## src/design/crc16rr_pkg.sv

```systemverilog
`default_nettype none
// ---------------------------------------------------------------------------
// crc16rr_pkg
// Shared types, constants and the byte-wide CRC-16 update of the request and
// reply framer.
// ---------------------------------------------------------------------------
package crc16rr_pkg;

	localparam int WRITE_MAX_DEFAULT = 64;
	localparam int REPLY_MAX_DEFAULT = 256;

	localparam logic [15:0] CRC_POLY       = 16'hA001;
	localparam logic [15:0] CRC_INIT       = 16'hFFFF;
	localparam logic [7:0]  EXC_FLAG       = 8'h80;
	localparam logic [7:0]  DEV_ADDR_RESET = 8'd1;

	localparam int FIFO_DEPTH = 4;
	localparam int FIFO_PTR_W = $clog2(FIFO_DEPTH);
	localparam int FIFO_CNT_W = $clog2(FIFO_DEPTH + 1);

	typedef enum logic [1:0] {
		KIND_START   = 2'd0,
		KIND_PAYLOAD = 2'd1,
		KIND_END     = 2'd2,
		KIND_REPLY   = 2'd3
	} kind_t;

	typedef enum logic [1:0] {
		OUT_TX      = 2'd0,
		OUT_PAYLOAD = 2'd1,
		OUT_STATUS  = 2'd2
	} okind_t;

	typedef enum logic [2:0] {
		ST_OK        = 3'd0,
		ST_PARAM     = 3'd1,
		ST_EMPTY     = 3'd2,
		ST_TOO_LONG  = 3'd3,
		ST_FORMAT    = 3'd4,
		ST_CRC       = 3'd5,
		ST_EXCEPTION = 3'd6
	} status_t;

	typedef struct packed {
		kind_t       kind;
		logic [7:0]  func_code;
		logic [7:0]  data_byte;
	} item_t;

	typedef struct packed {
		okind_t      out_kind;
		logic [7:0]  out_byte;
		status_t     status;
		logic [7:0]  exception_code;
		logic [7:0]  payload_length;
		logic        last;
	} result_t;

	typedef struct packed {
		logic [1:0]  count;
		result_t     first;
		result_t     second;
	} push_t;

	function automatic logic [15:0] crc_byte(input logic [15:0] c, input logic [7:0] b);
		logic [15:0] r;
		r = c ^ {8'h00, b};
		for (int i = 0; i < 8; i++) begin
			r = r[0] ? ((r >> 1) ^ CRC_POLY) : (r >> 1);
		end
		return r;
	endfunction

endpackage
`default_nettype wire

```

## src/design/crc16_request_reply_framer.sv

```systemverilog
`default_nettype none
// ---------------------------------------------------------------------------
// crc16_request_reply_framer
// Builds CRC-16 protected request frames and checks length-prefixed reply
// frames, forwarding reply payload bytes and a final status.
// ---------------------------------------------------------------------------
//  Channel   Direction  Signals                          Contents
//  s_*       in         s_tvalid s_tready s_tdata s_tuser item kind and bytes
//  m_*       out        m_tvalid m_tready m_tdata m_tuser m_tlast results
//  cfg_*     in         cfg_valid cfg_ready cfg_data     device address
//
// One item is taken every cycle while the result queue has room; start and end
// request items each produce two results. An item is held in the input register
// while the byte-wide CRC update forms its results, which are then written into
// the four-entry result queue and offered from there. Reset clears all control
// state and sets the device address to 1. The input stalls only when the result
// queue lacks room for two more results.
// ---------------------------------------------------------------------------
module crc16_request_reply_framer #(
	parameter int WRITE_MAX = crc16rr_pkg::WRITE_MAX_DEFAULT,
	parameter int REPLY_MAX = crc16rr_pkg::REPLY_MAX_DEFAULT
) (
	input  logic         clk,
	input  logic         arst_n,
	input  logic         s_tvalid,
	output logic         s_tready,
	input  logic [15:0]  s_tdata,   // func_code [7:0], data_byte [15:8]
	input  logic [1:0]   s_tuser,   // kind [1:0]
	output logic         m_tvalid,
	input  logic         m_tready,
	output logic [31:0]  m_tdata,   // out_byte [7:0], status [10:8],
	                                // exception_code [18:11], payload_length [26:19]
	output logic [1:0]   m_tuser,   // out_kind [1:0]
	output logic         m_tlast,
	input  logic         cfg_valid,
	output logic         cfg_ready,
	input  logic [7:0]   cfg_data
);
	import crc16rr_pkg::*;

	item_t    item_s1;
	logic     valid_s1;
	logic     fire;
	logic     room;
	push_t    push;
	result_t  head;

	assign fire      = valid_s1 && room;
	assign s_tready  = !valid_s1 || fire;
	assign cfg_ready = 1'b1;

	always_ff @(posedge clk or negedge arst_n) begin
		if (!arst_n) begin
			valid_s1 <= 1'b0;
		end else if (s_tready) begin
			valid_s1 <= s_tvalid;
		end
	end

	always_ff @(posedge clk) begin
		if (s_tvalid && s_tready) begin
			item_s1.kind      <= kind_t'(s_tuser);
			item_s1.func_code <= s_tdata[7:0];
			item_s1.data_byte <= s_tdata[15:8];
		end
	end

	crc16rr_engine #(
		.WRITE_MAX (WRITE_MAX),
		.REPLY_MAX (REPLY_MAX)
	) u_engine (
		.clk       (clk),
		.arst_n    (arst_n),
		.fire      (fire),
		.item      (item_s1),
		.cfg_valid (cfg_valid),
		.cfg_data  (cfg_data),
		.push      (push)
	);

	crc16rr_result_fifo u_result_fifo (
		.clk     (clk),
		.arst_n  (arst_n),
		.push    (push),
		.room    (room),
		.m_valid (m_tvalid),
		.m_ready (m_tready),
		.head    (head)
	);

	assign m_tdata = {5'b00000, head.payload_length, head.exception_code, head.status,
		head.out_byte};
	assign m_tuser = head.out_kind;
	assign m_tlast = head.last;

endmodule
`default_nettype wire

```

## src/design/crc16rr_engine.sv

```systemverilog
`default_nettype none
// ---------------------------------------------------------------------------
// crc16rr_engine
// Framing state, CRC unit and result formation for one registered item per
// cycle, taken only while the result queue has room (fire).
// ---------------------------------------------------------------------------
module crc16rr_engine #(
	parameter int WRITE_MAX = crc16rr_pkg::WRITE_MAX_DEFAULT,
	parameter int REPLY_MAX = crc16rr_pkg::REPLY_MAX_DEFAULT
) (
	input  logic                 clk,
	input  logic                 arst_n,
	input  logic                 fire,
	input  crc16rr_pkg::item_t   item,
	input  logic                 cfg_valid,
	input  logic [7:0]           cfg_data,
	output crc16rr_pkg::push_t   push
);
	import crc16rr_pkg::*;

	localparam int CNT_W = (WRITE_MAX < 1) ? 1 : $clog2(WRITE_MAX + 1);

	typedef enum logic [2:0] {
		PH_IDLE, PH_BUILD, PH_LENLO, PH_LENHI, PH_BODY, PH_TAIL1, PH_TAIL2, PH_DRAIN
	} phase_t;

	phase_t             phase_q, n_phase;
	logic [7:0]         dev_addr_q;
	logic [15:0]        dev_crc_q;
	logic [15:0]        crc_q, n_crc;
	logic [7:0]         exp_q, n_exp;
	logic [CNT_W-1:0]   cnt_q, n_cnt;
	logic [15:0]        prefix_q, n_prefix;
	logic [15:0]        pos_q, n_pos;
	logic               rep_q, n_rep;
	logic [7:0]         reply_q, n_reply;
	logic [7:0]         h0_q, h1_q, h2_q, n_h0, n_h1, n_h2;
	logic [15:0]        sp1_q, sp2_q, n_sp1, n_sp2;

	logic               in_body;
	logic [16:0]        idx;
	logic [16:0]        len17;
	logic               rep_now, rep_eff;
	logic [16:0]        f_idx;
	logic [17:0]        f_plus3;
	logic [16:0]        pos_inc;
	logic [15:0]        pref_full;
	logic [15:0]        crc_base;
	logic [7:0]         crc_in;
	logic [15:0]        crc_out;
	push_t              push_c;

	function automatic result_t mk_res(okind_t k, logic [7:0] ob, status_t st,
			logic [7:0] ex, logic [7:0] pl, logic lst);
		result_t r;
		r.out_kind       = k;
		r.out_byte       = ob;
		r.status         = st;
		r.exception_code = ex;
		r.payload_length = pl;
		r.last           = lst;
		return r;
	endfunction

	function automatic result_t final_res(logic [15:0] len, logic [15:0] crc,
			logic [7:0] h0, logic [7:0] rc, logic [7:0] h2, logic [7:0] dev,
			logic [7:0] ef);
		logic [15:0] lm4;
		status_t     st;
		logic [7:0]  ex;
		logic [7:0]  pl;
		lm4 = len - 16'd4;
		ex  = 8'h00;
		pl  = 8'h00;
		if (len < 16'd4) begin
			st = ST_FORMAT;
		end else if (crc != 16'h0000) begin
			st = ST_CRC;
		end else if (h0 != dev) begin
			st = ST_FORMAT;
		end else if (rc == (ef | EXC_FLAG)) begin
			st = ST_EXCEPTION;
			ex = (len >= 16'd5) ? h2 : 8'h00;
		end else if (rc != ef) begin
			st = ST_FORMAT;
		end else begin
			st = ST_OK;
			pl = (lm4[15:8] != 8'h00) ? 8'hFF : lm4[7:0];
		end
		return mk_res(OUT_STATUS, 8'h00, st, ex, pl, 1'b1);
	endfunction

	assign in_body = (item.kind == KIND_REPLY) &&
		((phase_q == PH_BODY) || (phase_q == PH_TAIL1) || (phase_q == PH_TAIL2));

	assign len17 = {1'b0, prefix_q};

	always_comb begin
		case (phase_q)
			PH_BODY:  idx = {1'b0, pos_q};
			PH_TAIL1: idx = len17;
			PH_TAIL2: idx = len17 + 17'd1;
			default:  idx = 17'd0;
		endcase
	end

	assign rep_now = (h0_q == prefix_q[7:0]) && (h1_q == prefix_q[15:8]) &&
		(item.data_byte == dev_addr_q);
	assign rep_eff = (idx == 17'd2) ? rep_now : rep_q;
	assign f_idx   = rep_eff ? (idx - 17'd2) : idx;
	assign f_plus3 = {1'b0, f_idx} + 18'd3;
	assign pos_inc = {1'b0, pos_q} + 17'd1;
	assign pref_full = {item.data_byte, prefix_q[7:0]};

	assign crc_base = (item.kind == KIND_START) ? dev_crc_q :
		(in_body && (idx == 17'd1)) ? sp1_q :
		(in_body && (idx == 17'd2) && !rep_now) ? sp2_q : crc_q;
	assign crc_in  = (item.kind == KIND_START) ? item.func_code : item.data_byte;
	assign crc_out = crc_byte(crc_base, crc_in);

	always_comb begin
		n_phase  = phase_q;
		n_crc    = crc_q;
		n_exp    = exp_q;
		n_cnt    = cnt_q;
		n_prefix = prefix_q;
		n_pos    = pos_q;
		n_rep    = rep_q;
		n_reply  = reply_q;
		n_h0     = h0_q;
		n_h1     = h1_q;
		n_h2     = h2_q;
		n_sp1    = sp1_q;
		n_sp2    = sp2_q;
		push_c   = '0;
		if (fire) begin
			case (item.kind)
				KIND_START: begin
					n_exp   = item.func_code;
					n_cnt   = '0;
					n_crc   = crc_out;
					n_phase = PH_BUILD;
					push_c.count  = 2'd2;
					push_c.first  = mk_res(OUT_TX, dev_addr_q, ST_OK, 8'h00, 8'h00, 1'b0);
					push_c.second = mk_res(OUT_TX, item.func_code, ST_OK, 8'h00, 8'h00,
						1'b0);
				end
				KIND_PAYLOAD: begin
					if (phase_q == PH_BUILD) begin
						if (cnt_q >= CNT_W'(WRITE_MAX)) begin
							n_phase = PH_IDLE;
							push_c.count = 2'd1;
							push_c.first = mk_res(OUT_STATUS, 8'h00, ST_PARAM, 8'h00, 8'h00,
								1'b1);
						end else begin
							n_cnt = cnt_q + CNT_W'(1);
							n_crc = crc_out;
							push_c.count = 2'd1;
							push_c.first = mk_res(OUT_TX, item.data_byte, ST_OK, 8'h00, 8'h00,
								1'b0);
						end
					end
				end
				KIND_END: begin
					if (phase_q == PH_BUILD) begin
						n_phase = PH_LENLO;
						push_c.count  = 2'd2;
						push_c.first  = mk_res(OUT_TX, crc_q[7:0], ST_OK, 8'h00, 8'h00, 1'b0);
						push_c.second = mk_res(OUT_TX, crc_q[15:8], ST_OK, 8'h00, 8'h00, 1'b0);
					end
				end
				default: begin
					case (phase_q)
						PH_LENLO: begin
							n_prefix = {8'h00, item.data_byte};
							n_phase  = PH_LENHI;
						end
						PH_LENHI: begin
							n_prefix = pref_full;
							n_pos    = 16'd0;
							if (pref_full == 16'd0) begin
								n_phase = PH_IDLE;
								push_c.count = 2'd1;
								push_c.first = mk_res(OUT_STATUS, 8'h00, ST_EMPTY, 8'h00, 8'h00,
									1'b1);
							end else if (pref_full > 16'(REPLY_MAX)) begin
								n_phase = PH_DRAIN;
							end else begin
								n_crc   = CRC_INIT;
								n_rep   = 1'b0;
								n_phase = PH_BODY;
							end
						end
						PH_DRAIN: begin
							n_pos = pos_inc[15:0];
							if (pos_inc >= len17) begin
								n_phase = PH_IDLE;
								push_c.count = 2'd1;
								push_c.first = mk_res(OUT_STATUS, 8'h00, ST_TOO_LONG, 8'h00,
									8'h00, 1'b1);
							end
						end
						PH_BODY, PH_TAIL1, PH_TAIL2: begin
							if (phase_q == PH_BODY) begin
								if (idx + 17'd1 >= len17) begin
									n_phase = PH_TAIL1;
								end else begin
									n_pos = pos_inc[15:0];
								end
							end else if (phase_q == PH_TAIL1) begin
								n_phase = PH_TAIL2;
							end
							if (idx < 17'd2) begin
								if (idx == 17'd0) begin
									n_h0  = item.data_byte;
									n_sp1 = crc_out;
								end else begin
									n_h1  = item.data_byte;
									n_sp2 = crc_out;
								end
							end else if ((idx == 17'd2) && !rep_now) begin
								n_rep = 1'b0;
								if (prefix_q > 16'd2) begin
									n_crc = crc_out;
									n_h2  = item.data_byte;
								end else if (prefix_q > 16'd1) begin
									n_crc = sp2_q;
								end else begin
									n_crc = sp1_q;
								end
								if (prefix_q > 16'd1) begin
									n_reply = h1_q;
								end
								if (prefix_q >= 16'd5) begin
									push_c.count = 2'd1;
									push_c.first = mk_res(OUT_PAYLOAD, item.data_byte, ST_OK,
										8'h00, 8'h00, 1'b0);
								end
							end else begin
								if (idx == 17'd2) begin
									n_rep = 1'b1;
								end
								if (f_idx < len17) begin
									n_crc = crc_out;
									if (f_idx == 17'd0) begin
										n_h0 = item.data_byte;
									end
									if (f_idx == 17'd1) begin
										n_reply = item.data_byte;
									end
									if (f_idx == 17'd2) begin
										n_h2 = item.data_byte;
									end
								end
								if ((f_idx >= 17'd2) && (f_plus3 <= {2'b00, prefix_q})) begin
									push_c.count = 2'd1;
									push_c.first = mk_res(OUT_PAYLOAD, item.data_byte, ST_OK,
										8'h00, 8'h00, 1'b0);
								end
							end
							if (idx == len17 + 17'd1) begin
								n_phase = PH_IDLE;
								push_c.count = 2'd1;
								push_c.first = final_res(prefix_q, n_crc, n_h0, n_reply, n_h2,
									dev_addr_q, exp_q);
							end
						end
						default: begin
						end
					endcase
				end
			endcase
		end
	end

	assign push = push_c;

	always_ff @(posedge clk or negedge arst_n) begin
		if (!arst_n) begin
			phase_q    <= PH_IDLE;
			dev_addr_q <= DEV_ADDR_RESET;
			dev_crc_q  <= crc_byte(CRC_INIT, DEV_ADDR_RESET);
			crc_q      <= CRC_INIT;
			exp_q      <= 8'h00;
			cnt_q      <= '0;
			prefix_q   <= 16'd0;
			pos_q      <= 16'd0;
			rep_q      <= 1'b0;
			reply_q    <= 8'h00;
		end else begin
			if (cfg_valid) begin
				dev_addr_q <= cfg_data;
				dev_crc_q  <= crc_byte(CRC_INIT, cfg_data);
			end
			phase_q  <= n_phase;
			crc_q    <= n_crc;
			exp_q    <= n_exp;
			cnt_q    <= n_cnt;
			prefix_q <= n_prefix;
			pos_q    <= n_pos;
			rep_q    <= n_rep;
			reply_q  <= n_reply;
		end
	end

	always_ff @(posedge clk) begin
		h0_q  <= n_h0;
		h1_q  <= n_h1;
		h2_q  <= n_h2;
		sp1_q <= n_sp1;
		sp2_q <= n_sp2;
	end

endmodule
`default_nettype wire

```

## src/design/crc16rr_result_fifo.sv

```systemverilog
`default_nettype none
// ---------------------------------------------------------------------------
// crc16rr_result_fifo
// Small result queue that takes up to two results a cycle and hands one
// result a transfer to the output channel.
// ---------------------------------------------------------------------------
module crc16rr_result_fifo (
	input  logic                  clk,
	input  logic                  arst_n,
	input  crc16rr_pkg::push_t    push,
	output logic                  room,
	output logic                  m_valid,
	input  logic                  m_ready,
	output crc16rr_pkg::result_t  head
);
	import crc16rr_pkg::*;

	result_t                 mem_q [FIFO_DEPTH];
	logic [FIFO_PTR_W-1:0]   rd_ptr_q, wr_ptr_q, wr_ptr_nx;
	logic [FIFO_CNT_W-1:0]   cnt_q, cnt_after_pop;
	logic                    pop;

	assign m_valid       = (cnt_q != '0);
	assign pop           = m_valid && m_ready;
	assign head          = mem_q[rd_ptr_q];
	assign wr_ptr_nx     = wr_ptr_q + FIFO_PTR_W'(1);
	assign cnt_after_pop = cnt_q - FIFO_CNT_W'(pop);
	assign room          = (cnt_after_pop <= FIFO_CNT_W'(FIFO_DEPTH - 2));

	always_ff @(posedge clk or negedge arst_n) begin
		if (!arst_n) begin
			rd_ptr_q <= '0;
			wr_ptr_q <= '0;
			cnt_q    <= '0;
		end else begin
			if (pop) begin
				rd_ptr_q <= rd_ptr_q + FIFO_PTR_W'(1);
			end
			wr_ptr_q <= wr_ptr_q + FIFO_PTR_W'(push.count);
			cnt_q    <= cnt_after_pop + FIFO_CNT_W'(push.count);
		end
	end

	always_ff @(posedge clk) begin
		if (push.count != 2'd0) begin
			mem_q[wr_ptr_q] <= push.first;
		end
		if (push.count == 2'd2) begin
			mem_q[wr_ptr_nx] <= push.second;
		end
	end

endmodule
`default_nettype wire

```

## config.mk

```make
export PLATFORM = sky130hd
export DESIGN_NAME = crc16_request_reply_framer
export DESIGN_NICKNAME = d
export VERILOG_FILES = /design/src/design/crc16rr_pkg.sv /design/src/design/crc16_request_reply_framer.sv /design/src/design/crc16rr_engine.sv /design/src/design/crc16rr_result_fifo.sv
export SDC_FILE = /design/constraint.sdc
export NUM_CORES = 1
export LEC_CHECK = 0
export CORE_MARGIN = 2
export CORE_UTILIZATION = 65
export DETAILED_ROUTE_END_ITERATION = 8
export DONT_BUFFER_PORTS = 1
export PLACE_DENSITY_LB_ADDON = 0.2
export SETUP_SLACK_MARGIN = 0.1
export SKIP_LAST_GASP = 1
export SYNTH_ARGS = -nofsm -noshare
export SYNTH_HDL_FRONTEND = slang
export SYNTH_SLANG_ARGS = --single-unit
```

## constraint.sdc

```tcl
create_clock -name clk -period 8.7 [get_ports clk]
set_input_delay 0.435 -clock clk [delete_from_list [all_inputs] [get_ports clk]]
set_output_delay 0.435 -clock clk [all_outputs]
set_load 0.01 [all_outputs]
```

==> impl_metrics.json, run 1 <==
{
  "final_cells": 2522,
  "synth.avg_cell_area_um2": 9.376,
  "timing_max_transition_violations_final": 0,
  "min_period_over_period_pct": 93.18,
  "syn-instance-count": 2097,
  "multiInputGateArea_um2": 11540,
  "leakage_nw": 8.203,
  "worst_hold_slack_ns": 0.006554,
  "setup.worst_path.end_class": "register",
  "drt_drc_violations_left": 0,
  "layout.filler_cells": 2185,
  "clk_pin_slew_worst_paths_ns": 0.07,
  "worstSkewPairLatency_ns": 0.58,
  "path_buf_inv": 1,
  "cts_max_level": 1,
  "worst_slew_pin_slew_ns": 1.307,
  "finalClockSkew_ns": 0.01097,
  "grt_overflow": 0,
  "holdCritStartpoint": "cfg_valid",
  "worst_setup_path_start_kind": "register",
  "die_span_in_y_um": 177.9,
  "postSynthRegisterBits": 291,
  "die_w_um": 177.9,
  "detail_route.wirelength_um": 67750,
  "worst_r2r_endpoint": "u_result_fifo.mem_q[3][19]$_SDFFE_PP0N_",
  "grt_max_degree": 102,
  "critPathMaxFanout": 40,
  "gpl.final_weighted_congestion": 1.021,
  "layout_common_cells": "220 x sky130_fd_sc_hd__nand2_1, 130 x sky130_fd_sc_hd__nor2_1, 122 x sky130_fd_sc_hd__o21ai_0, 107 x sky130_fd_sc_hd__xnor2_1, 106 x sky130_fd_sc_hd__edfxtp_1",
  "seq_area_um2": 7417,
  "worst_slew_margin_rel_pct": 12.62,
  "synth-seq-area-share_pct": 37.71,
  "standard_cell_core_area_um2": 29720,
  "setup-violations-final": 0,
  "grt_usage_pct": 42.73,
  "post_drt_via_cell_ratio": 7.211,
  "numPortBuffers": 0,
  "crit_path_top_delay_cell": "sky130_fd_sc_hd__or4_1",
  "post_synth_edffs": 106,
  "root_buffer": "sky130_fd_sc_hd__clkbuf_16",
  "number_of_global_route_vias_before_repair": 17421,
  "fmax_mhz": 123.4,
  "route.antenna.remaining_nets": 0,
  "postLayoutSetupSlackWorst_ns": 0.5937,
  "post_synth_num_cell_types": 94,
  "finalSetupTns_ns": 0,
  "irDropWorstVdd_uv": 358.6,
  "synth.yosys.warnings": 0,
  "initial_utilization_pct": 66.16,
  "areaGrowthSynthToFinish_pct": 9.412,
  "reg2reg_depth": 26,
  "num-nets-final": 2230,
  "netlist_area_um2": 19660,
  "tritoncts_num_sinks": 291,
  "drv_cap": 0,
  "die-area_um2": 31660,
  "clock_tree_from_tritoncts": "done",
  "wire_per_inst_um": 26.86,
  "async_flop_share_pct": 34.71,
  "power_per_cell_area_nw_per_um2": 408.6,
  "grt_first_pass_wirelength_um": 102900,
  "final_common_cell": "sky130_fd_sc_hd__nand2_1",
  "design.portCount": 69,
  "cpLargestDelayFamily": "compound AO/OA/AOI/OAI gates",
  "finish.utilization_pct": 72.39,
  "status": "finished clean",
  "grt_setup_unrepaired": "false",
  "dp.final_hpwl_um": 48900,
  "register_to_register_setup_slack_ns": 0.59,
  "dr_total_vias": 18186,
  "critical_path.max_stage_delay_ns": 0.65,
  "drt_pre_antenna_iters": 6,
  "timing.critical_path.required_ns": 9.17,
  "dpl.cell_count": 2436,
  "timing_worst_setup_path_type": "reg2reg",
  "dp_slack_ns": 0.7431,
  "finalHoldViolCount": 0,
  "worst_endpoint_data_arrival_time_ns": 8.57,
  "finalCriticalPeriod_ns": 8.106,
  "clk_path_buf_depth": 3,
  "hold_path_end": "u_engine.dev_crc_q[14]$_DFFE_PN0P_",
  "class_of_the_most_critical_hold_timing_path": "in2reg",
  "rows": 63,
  "worstReg2RegStart": "u_engine.prefix_q[2]$_DFFE_PN0P_",
  "number_of_antenna_violations_at_the_first_check_in_global_routing": 0,
  "ys.flop_type": "sky130_fd_sc_hd__edfxtp_1",
  "cts_buffers": 30,
  "number_of_antenna_repair_diodes": 0,
  "drive_above_1_share_pct": 11.26,
  "timing.hold.worst_path_depth": 2,
  "drtIter0Drc": 2633
}
routing by layer:
layer | share of wire, % | global-route usage (%) | up-vias
met3 | 12 | 9.876 | 283
met1 | 39 | 57.14 | 8736
li1 | - | - | 7913
met4 | 5.5 | 20.36 | 0
met5 | 0 | 0 | -
met2 | 44 | 65.57 | 1254
kinds of logic (layout without fill, tap and decap cells):
family	Yosys count	count (layout)	synth area share, %
multiplexers	124	124	8.426
other	2	6	0.03820
XOR/XNOR	150	150	6.758
adder cells (fa/ha/maj)	91	91	5.829
AND/OR/NAND/NOR	704	704	17.95
AO/OA/AOI/OAI	553	553	19.40
flip-flops	291	291	37.71
buffers and inverters	182	213	3.888
per-stage QoR:
stage / total power, W / instance area [um^2]
5_1_grt: 0.009224 / 21510
4_1_cts: 0.008581 / 21500
6_report: 0.008790 / 21510
3_5_place_dp: 0.007234 / 20180
2_1_floorplan: 0.005647 / 19680
3_3_place_gp: 0.007156 / 20180
how the worst max path moves through the flow:
stage | cells after the start | from | end | slack, ns
2_1_floorplan | 33 | u_engine.phase_q[1]$_DFFE_PN0P_ | u_result_fifo.mem_q[3][19]$_SDFFE_PP0N_ | 1.36
3_3_place_gp | 23 | u_engine.phase_q[0]$_DFFE_PN0P_ | u_result_fifo.mem_q[0][19]$_SDFFE_PN0P_ | 0.83
3_5_place_dp | 23 | u_engine.phase_q[0]$_DFFE_PN0P_ | u_result_fifo.mem_q[0][19]$_SDFFE_PN0P_ | 0.74
4_1_cts | 23 | u_engine.phase_q[0]$_DFFE_PN0P_ | u_result_fifo.mem_q[3][19]$_SDFFE_PP0N_ | 0.70
5_1_grt | 26 | u_engine.prefix_q[2]$_DFFE_PN0P_ | u_result_fifo.mem_q[3][19]$_SDFFE_PP0N_ | 0.13
6_report | 26 | u_engine.prefix_q[2]$_DFFE_PN0P_ | u_result_fifo.mem_q[3][19]$_SDFFE_PP0N_ | 0.59
synth_stat cells (9+ instances only):
master | count | area share [%]
sky130_fd_sc_hd__dfrtp_1 | 83 | 11
sky130_fd_sc_hd__and3_1 | 28 | 0.89
sky130_fd_sc_hd__o21ai_0 | 122 | 3.1
sky130_fd_sc_hd__nand2_1 | 220 | 4.2
sky130_fd_sc_hd__mux2i_1 | 53 | 2.7
sky130_fd_sc_hd__inv_1 | 53 | 1.0
sky130_fd_sc_hd__buf_2 | 17 | 0.43
sky130_fd_sc_hd__and4_1 | 12 | 0.53
sky130_fd_sc_hd__a21o_1 | 20 | 0.76
sky130_fd_sc_hd__o21a_1 | 18 | 0.69
sky130_fd_sc_hd__mux4_2 | 29 | 3.3
sky130_fd_sc_hd__xnor2_1 | 107 | 4.8
sky130_fd_sc_hd__nor3_1 | 48 | 1.2
sky130_fd_sc_hd__ha_1 | 90 | 5.7
sky130_fd_sc_hd__a22oi_1 | 14 | 0.53
sky130_fd_sc_hd__mux2_2 | 42 | 2.4
sky130_fd_sc_hd__nor2_1 | 130 | 2.5
sky130_fd_sc_hd__or3_1 | 12 | 0.38
sky130_fd_sc_hd__nand2b_1 | 18 | 0.57
sky130_fd_sc_hd__nand3_1 | 68 | 1.7
sky130_fd_sc_hd__nand4b_1 | 12 | 0.53
sky130_fd_sc_hd__and2_1 | 15 | 0.48
sky130_fd_sc_hd__buf_1 | 10 | 0.19
sky130_fd_sc_hd__a211oi_1 | 15 | 0.57
sky130_fd_sc_hd__o211ai_1 | 18 | 0.69
sky130_fd_sc_hd__dfxtp_1 | 84 | 8.6
sky130_fd_sc_hd__a21oi_1 | 103 | 2.6
sky130_fd_sc_hd__o22ai_1 | 34 | 1.1
sky130_fd_sc_hd__nand4_1 | 37 | 1.2
sky130_fd_sc_hd__dfstp_2 | 18 | 2.4
sky130_fd_sc_hd__nor2b_1 | 28 | 0.89
sky130_fd_sc_hd__or2_2 | 10 | 0.32
sky130_fd_sc_hd__nor4_1 | 30 | 0.95
sky130_fd_sc_hd__a32o_1 | 33 | 1.7
sky130_fd_sc_hd__o31ai_1 | 41 | 1.6
sky130_fd_sc_hd__edfxtp_1 | 106 | 16
sky130_fd_sc_hd__xor2_1 | 42 | 1.9
sky130_fd_sc_hd__a31oi_1 | 12 | 0.38
sky130_fd_sc_hd__clkbuf_1 | 88 | 1.7
sky130_fd_sc_hd__a22o_1 | 25 | 1.1
sky130_fd_sc_hd__o221ai_1 | 9 | 0.40
flip-flops by register name, indices dropped and copies added (netlist names), 10 cells and up:
name / flops
u_engine.crc_q: 16
u_engine.dev_crc_q: 10
item_s1: 18
u_engine.sp1_q: 16
u_engine.pos_q: 16
u_engine.prefix_q: 16
u_engine.sp2_q: 16
u_result_fifo.mem_q: 116
cell type report:
type                       instances  area share (%)
clock inverter                    20          0.9830
tap                              390           2.268
clock buffer                      36           3.688
timing repair buffer             102           3.990
inverter                          55          0.9597
multi-input combinational       1628           53.63
sequential                       291           34.48
timing repair:
item                                    4_1_cts  5_1_grt
resized for setup                             0        2
setup buffers                                 0        0
hold buffers                                 30        0
endpoints found under the setup margin        0       42
hold endpoints to repair                    138        0
power breakdown:
group	internal, W	switching (W)
clock	0.000742	0.000570
combinational	0.00196	0.00328
sequential	0.00179	0.000455
Power figures use the tool's default switching activity.
==> run 2: changes to the inputs <==
--- a/config.mk
+++ b/config.mk
@@ -7,6 +7,7 @@
 export LEC_CHECK = 0
 export CORE_MARGIN = 2
 export CORE_UTILIZATION = 65
+export CTS_CLUSTER_DIAMETER = 150
 export DETAILED_ROUTE_END_ITERATION = 8
 export DONT_BUFFER_PORTS = 1
 export PLACE_DENSITY_LB_ADDON = 0.2
==> constraint.sdc (replaced) <==
create_clock -name clk -period 8.7 [get_ports clk]
set_input_delay 1.74 -clock clk [delete_from_list [all_inputs] [get_ports clk]]
set_output_delay 1.74 -clock clk [all_outputs]
set_load 0.01 [all_outputs]
==> run 2 against run 1 <==
Against the previous run:
- utilization down 1.1 points
- clock-buffer cell count unchanged
- first-iteration DRC count fell by 0.53%
- total power is 0.26% lower
- critical path depth is 1 higher
==> impl_metrics.json, run 2 (synthesis gave the netlist of run 1 again) <==
{
  "min_period_over_period_pct": 93.86,
  "standard_cell_core_area_um2": 29720,
  "dr_total_vias": 18005,
  "drv_cap": 0,
  "worst_slew_pin_slew_ns": 1.308,
  "drt_drc_violations_left": 0,
  "timing.critical_path.required_ns": 9.17,
  "layout.filler_cells": 2226,
  "numPortBuffers": 0,
  "root_buffer": "sky130_fd_sc_hd__clkbuf_16",
  "dp_slack_ns": 0.7431,
  "post_drt_via_cell_ratio": 7.225,
  "dp.final_hpwl_um": 48900,
  "clock_tree_from_tritoncts": "done",
  "worstSkewPairLatency_ns": 0.59,
  "number_of_global_route_vias_before_repair": 17133,
  "postLayoutSetupSlackWorst_ns": 0.5346,
  "tritoncts_num_sinks": 291,
  "crit_path_top_delay_cell": "sky130_fd_sc_hd__or4_1",
  "route.antenna.remaining_nets": 0,
  "finalSetupTns_ns": 0,
  "grt_overflow": 0,
  "finalClockSkew_ns": 0.01604,
  "layout_common_cells": "220 x sky130_fd_sc_hd__nand2_1, 130 x sky130_fd_sc_hd__nor2_1, 122 x sky130_fd_sc_hd__o21ai_0, 107 x sky130_fd_sc_hd__xnor2_1, 106 x sky130_fd_sc_hd__edfxtp_1",
  "largest_reg_flops": 116,
  "setup-violations-final": 0,
  "drive_above_1_share_pct": 11.37,
  "registers.top_by_ff_count": "u_result_fifo.mem_q",
  "die_w_um": 177.9,
  "cts_post_setup_buffers_inserted": 0,
  "status": "finished clean",
  "critPathMaxFanout": 40,
  "clk_pin_slew_worst_paths_ns": 0.07,
  "areaGrowthSynthToFinish_pct": 7.796,
  "critPathMostFrequentCell": "sky130_fd_sc_hd__buf_4",
  "grt_setup_unrepaired": "false",
  "grt_first_pass_wirelength_um": 101600,
  "cts_hold_buf": 0,
  "timing_worst_setup_path_type": "reg2reg",
  "path_buf_inv": 3,
  "die_span_in_y_um": 177.9,
  "power_per_cell_area_nw_per_um2": 413.6,
  "finalHoldViolCount": 0,
  "gpl.final_weighted_congestion": 1.021,
  "wire_per_inst_um": 26.87,
  "final_common_cell": "sky130_fd_sc_hd__nand2_1",
  "worst_endpoint_data_arrival_time_ns": 8.64,
  "drt_pre_antenna_iters": 6,
  "drtIter0Drc": 2619,
  "cts_resized": 0,
  "class_of_the_most_critical_hold_timing_path": "reg2reg",
  "fmax_mhz": 122.5,
  "finalCriticalPeriod_ns": 8.165,
  "number_of_antenna_violations_at_the_first_check_in_global_routing": 0,
  "detail_route.wirelength_um": 66950,
  "num-nets-final": 2200,
  "die-area_um2": 31660,
  "worst_setup_path_start_kind": "register",
  "worst_slew_margin_rel_pct": 12.56,
  "grt_usage_pct": 42.18,
  "initial_utilization_pct": 66.16,
  "rows": 63,
  "design.portCount": 69,
  "biggestRegsByFlops": "u_result_fifo.mem_q x116, item_s1 x18",
  "irDropWorstVdd_uv": 362.4,
  "grt_max_degree": 102,
  "clk_path_buf_depth": 3,
  "cts_buffers": 30,
  "cts_max_level": 1,
  "leakage_nw": 8.069,
  "critical_path.max_stage_delay_ns": 0.65,
  "cpLargestDelayFamily": "compound AO/OA/AOI/OAI gates",
  "setup.worst_path.end_class": "register",
  "number_of_antenna_repair_diodes": 0,
  "timing_max_transition_violations_final": 0
}
==> run 2: layout make-up <==
type	instances	area, um^2	area share, %
repair buffers	72	540.5	2.550
clock inverters	20	211.5	0.9977
well taps	390	488.0	2.302
inverters	55	206.4	0.9741
clock buffers	36	793.3	3.743
multi-input cells	1628	11540	54.44
flip-flops and latches	291	7417	35.00
==> run 2: worst min-delay path, cell delays in order, from the launching register on <==
cell	delay (ns)
sky130_fd_sc_hd__dfxtp_1	0.32
sky130_fd_sc_hd__nand2_1	0.05
sky130_fd_sc_hd__o31ai_1	0.05
==> run 2: power breakdown <==
part           internal [W]  switching (W)  total [W]  leakage, nW
clock              0.000742       0.000572    0.00131        0.470
combinational       0.00195        0.00326    0.00521         4.73
sequential          0.00179       0.000457    0.00224         2.87
==> run 2: worst paths after layout <==
check                                                         from  depth (start not counted)  slack [ns]                                 endpoint
setup / recovery                  u_engine.prefix_q[2]$_DFFE_PN0P_                         27        0.53  u_result_fifo.mem_q[3][19]$_SDFFE_PP0N_
hold / removal             u_result_fifo.mem_q[2][12]$_SDFFE_PP0N_                          2        0.45  u_result_fifo.mem_q[2][12]$_SDFFE_PP0N_
setup reg to reg                  u_engine.prefix_q[2]$_DFFE_PN0P_                         27        0.53  u_result_fifo.mem_q[3][19]$_SDFFE_PP0N_
hold reg to reg            u_result_fifo.mem_q[2][12]$_SDFFE_PP0N_                          2        0.45  u_result_fifo.mem_q[2][12]$_SDFFE_PP0N_
max in group asynchronous                                   arst_n                          0        7.56           u_engine.crc_q[11]$_DFFE_PN1P_
min in group asynchronous                                   arst_n                          0        0.84           u_engine.pos_q[10]$_DFFE_PN0P_
==> run 2: layer usage <==
layer,GRT usage [%],vias up,part of all wire [%]
met2,64.89,1272,44
met5,0,-,0
met4,18.72,0,5.3
li1,-,7859,-
met1,57.24,8609,39
met3,9.083,265,12
==> run 2: metrics by stage <==
step                      instance area, um^2  hold WS, ns  total power (W)  cells  util, %
after floorplan                         19680       0.4196         0.005647   2101        -
after global placement                  20180       0.4283         0.007156   2436    67.91
after detailed placement                20180       0.4355         0.007234   2436    67.91
after CTS                               21190       0.4501         0.008557   2492    71.29
after global routing                    21190       0.4684         0.009188   2492    71.32
final                                   21190       0.4508         0.008767   2492    71.32
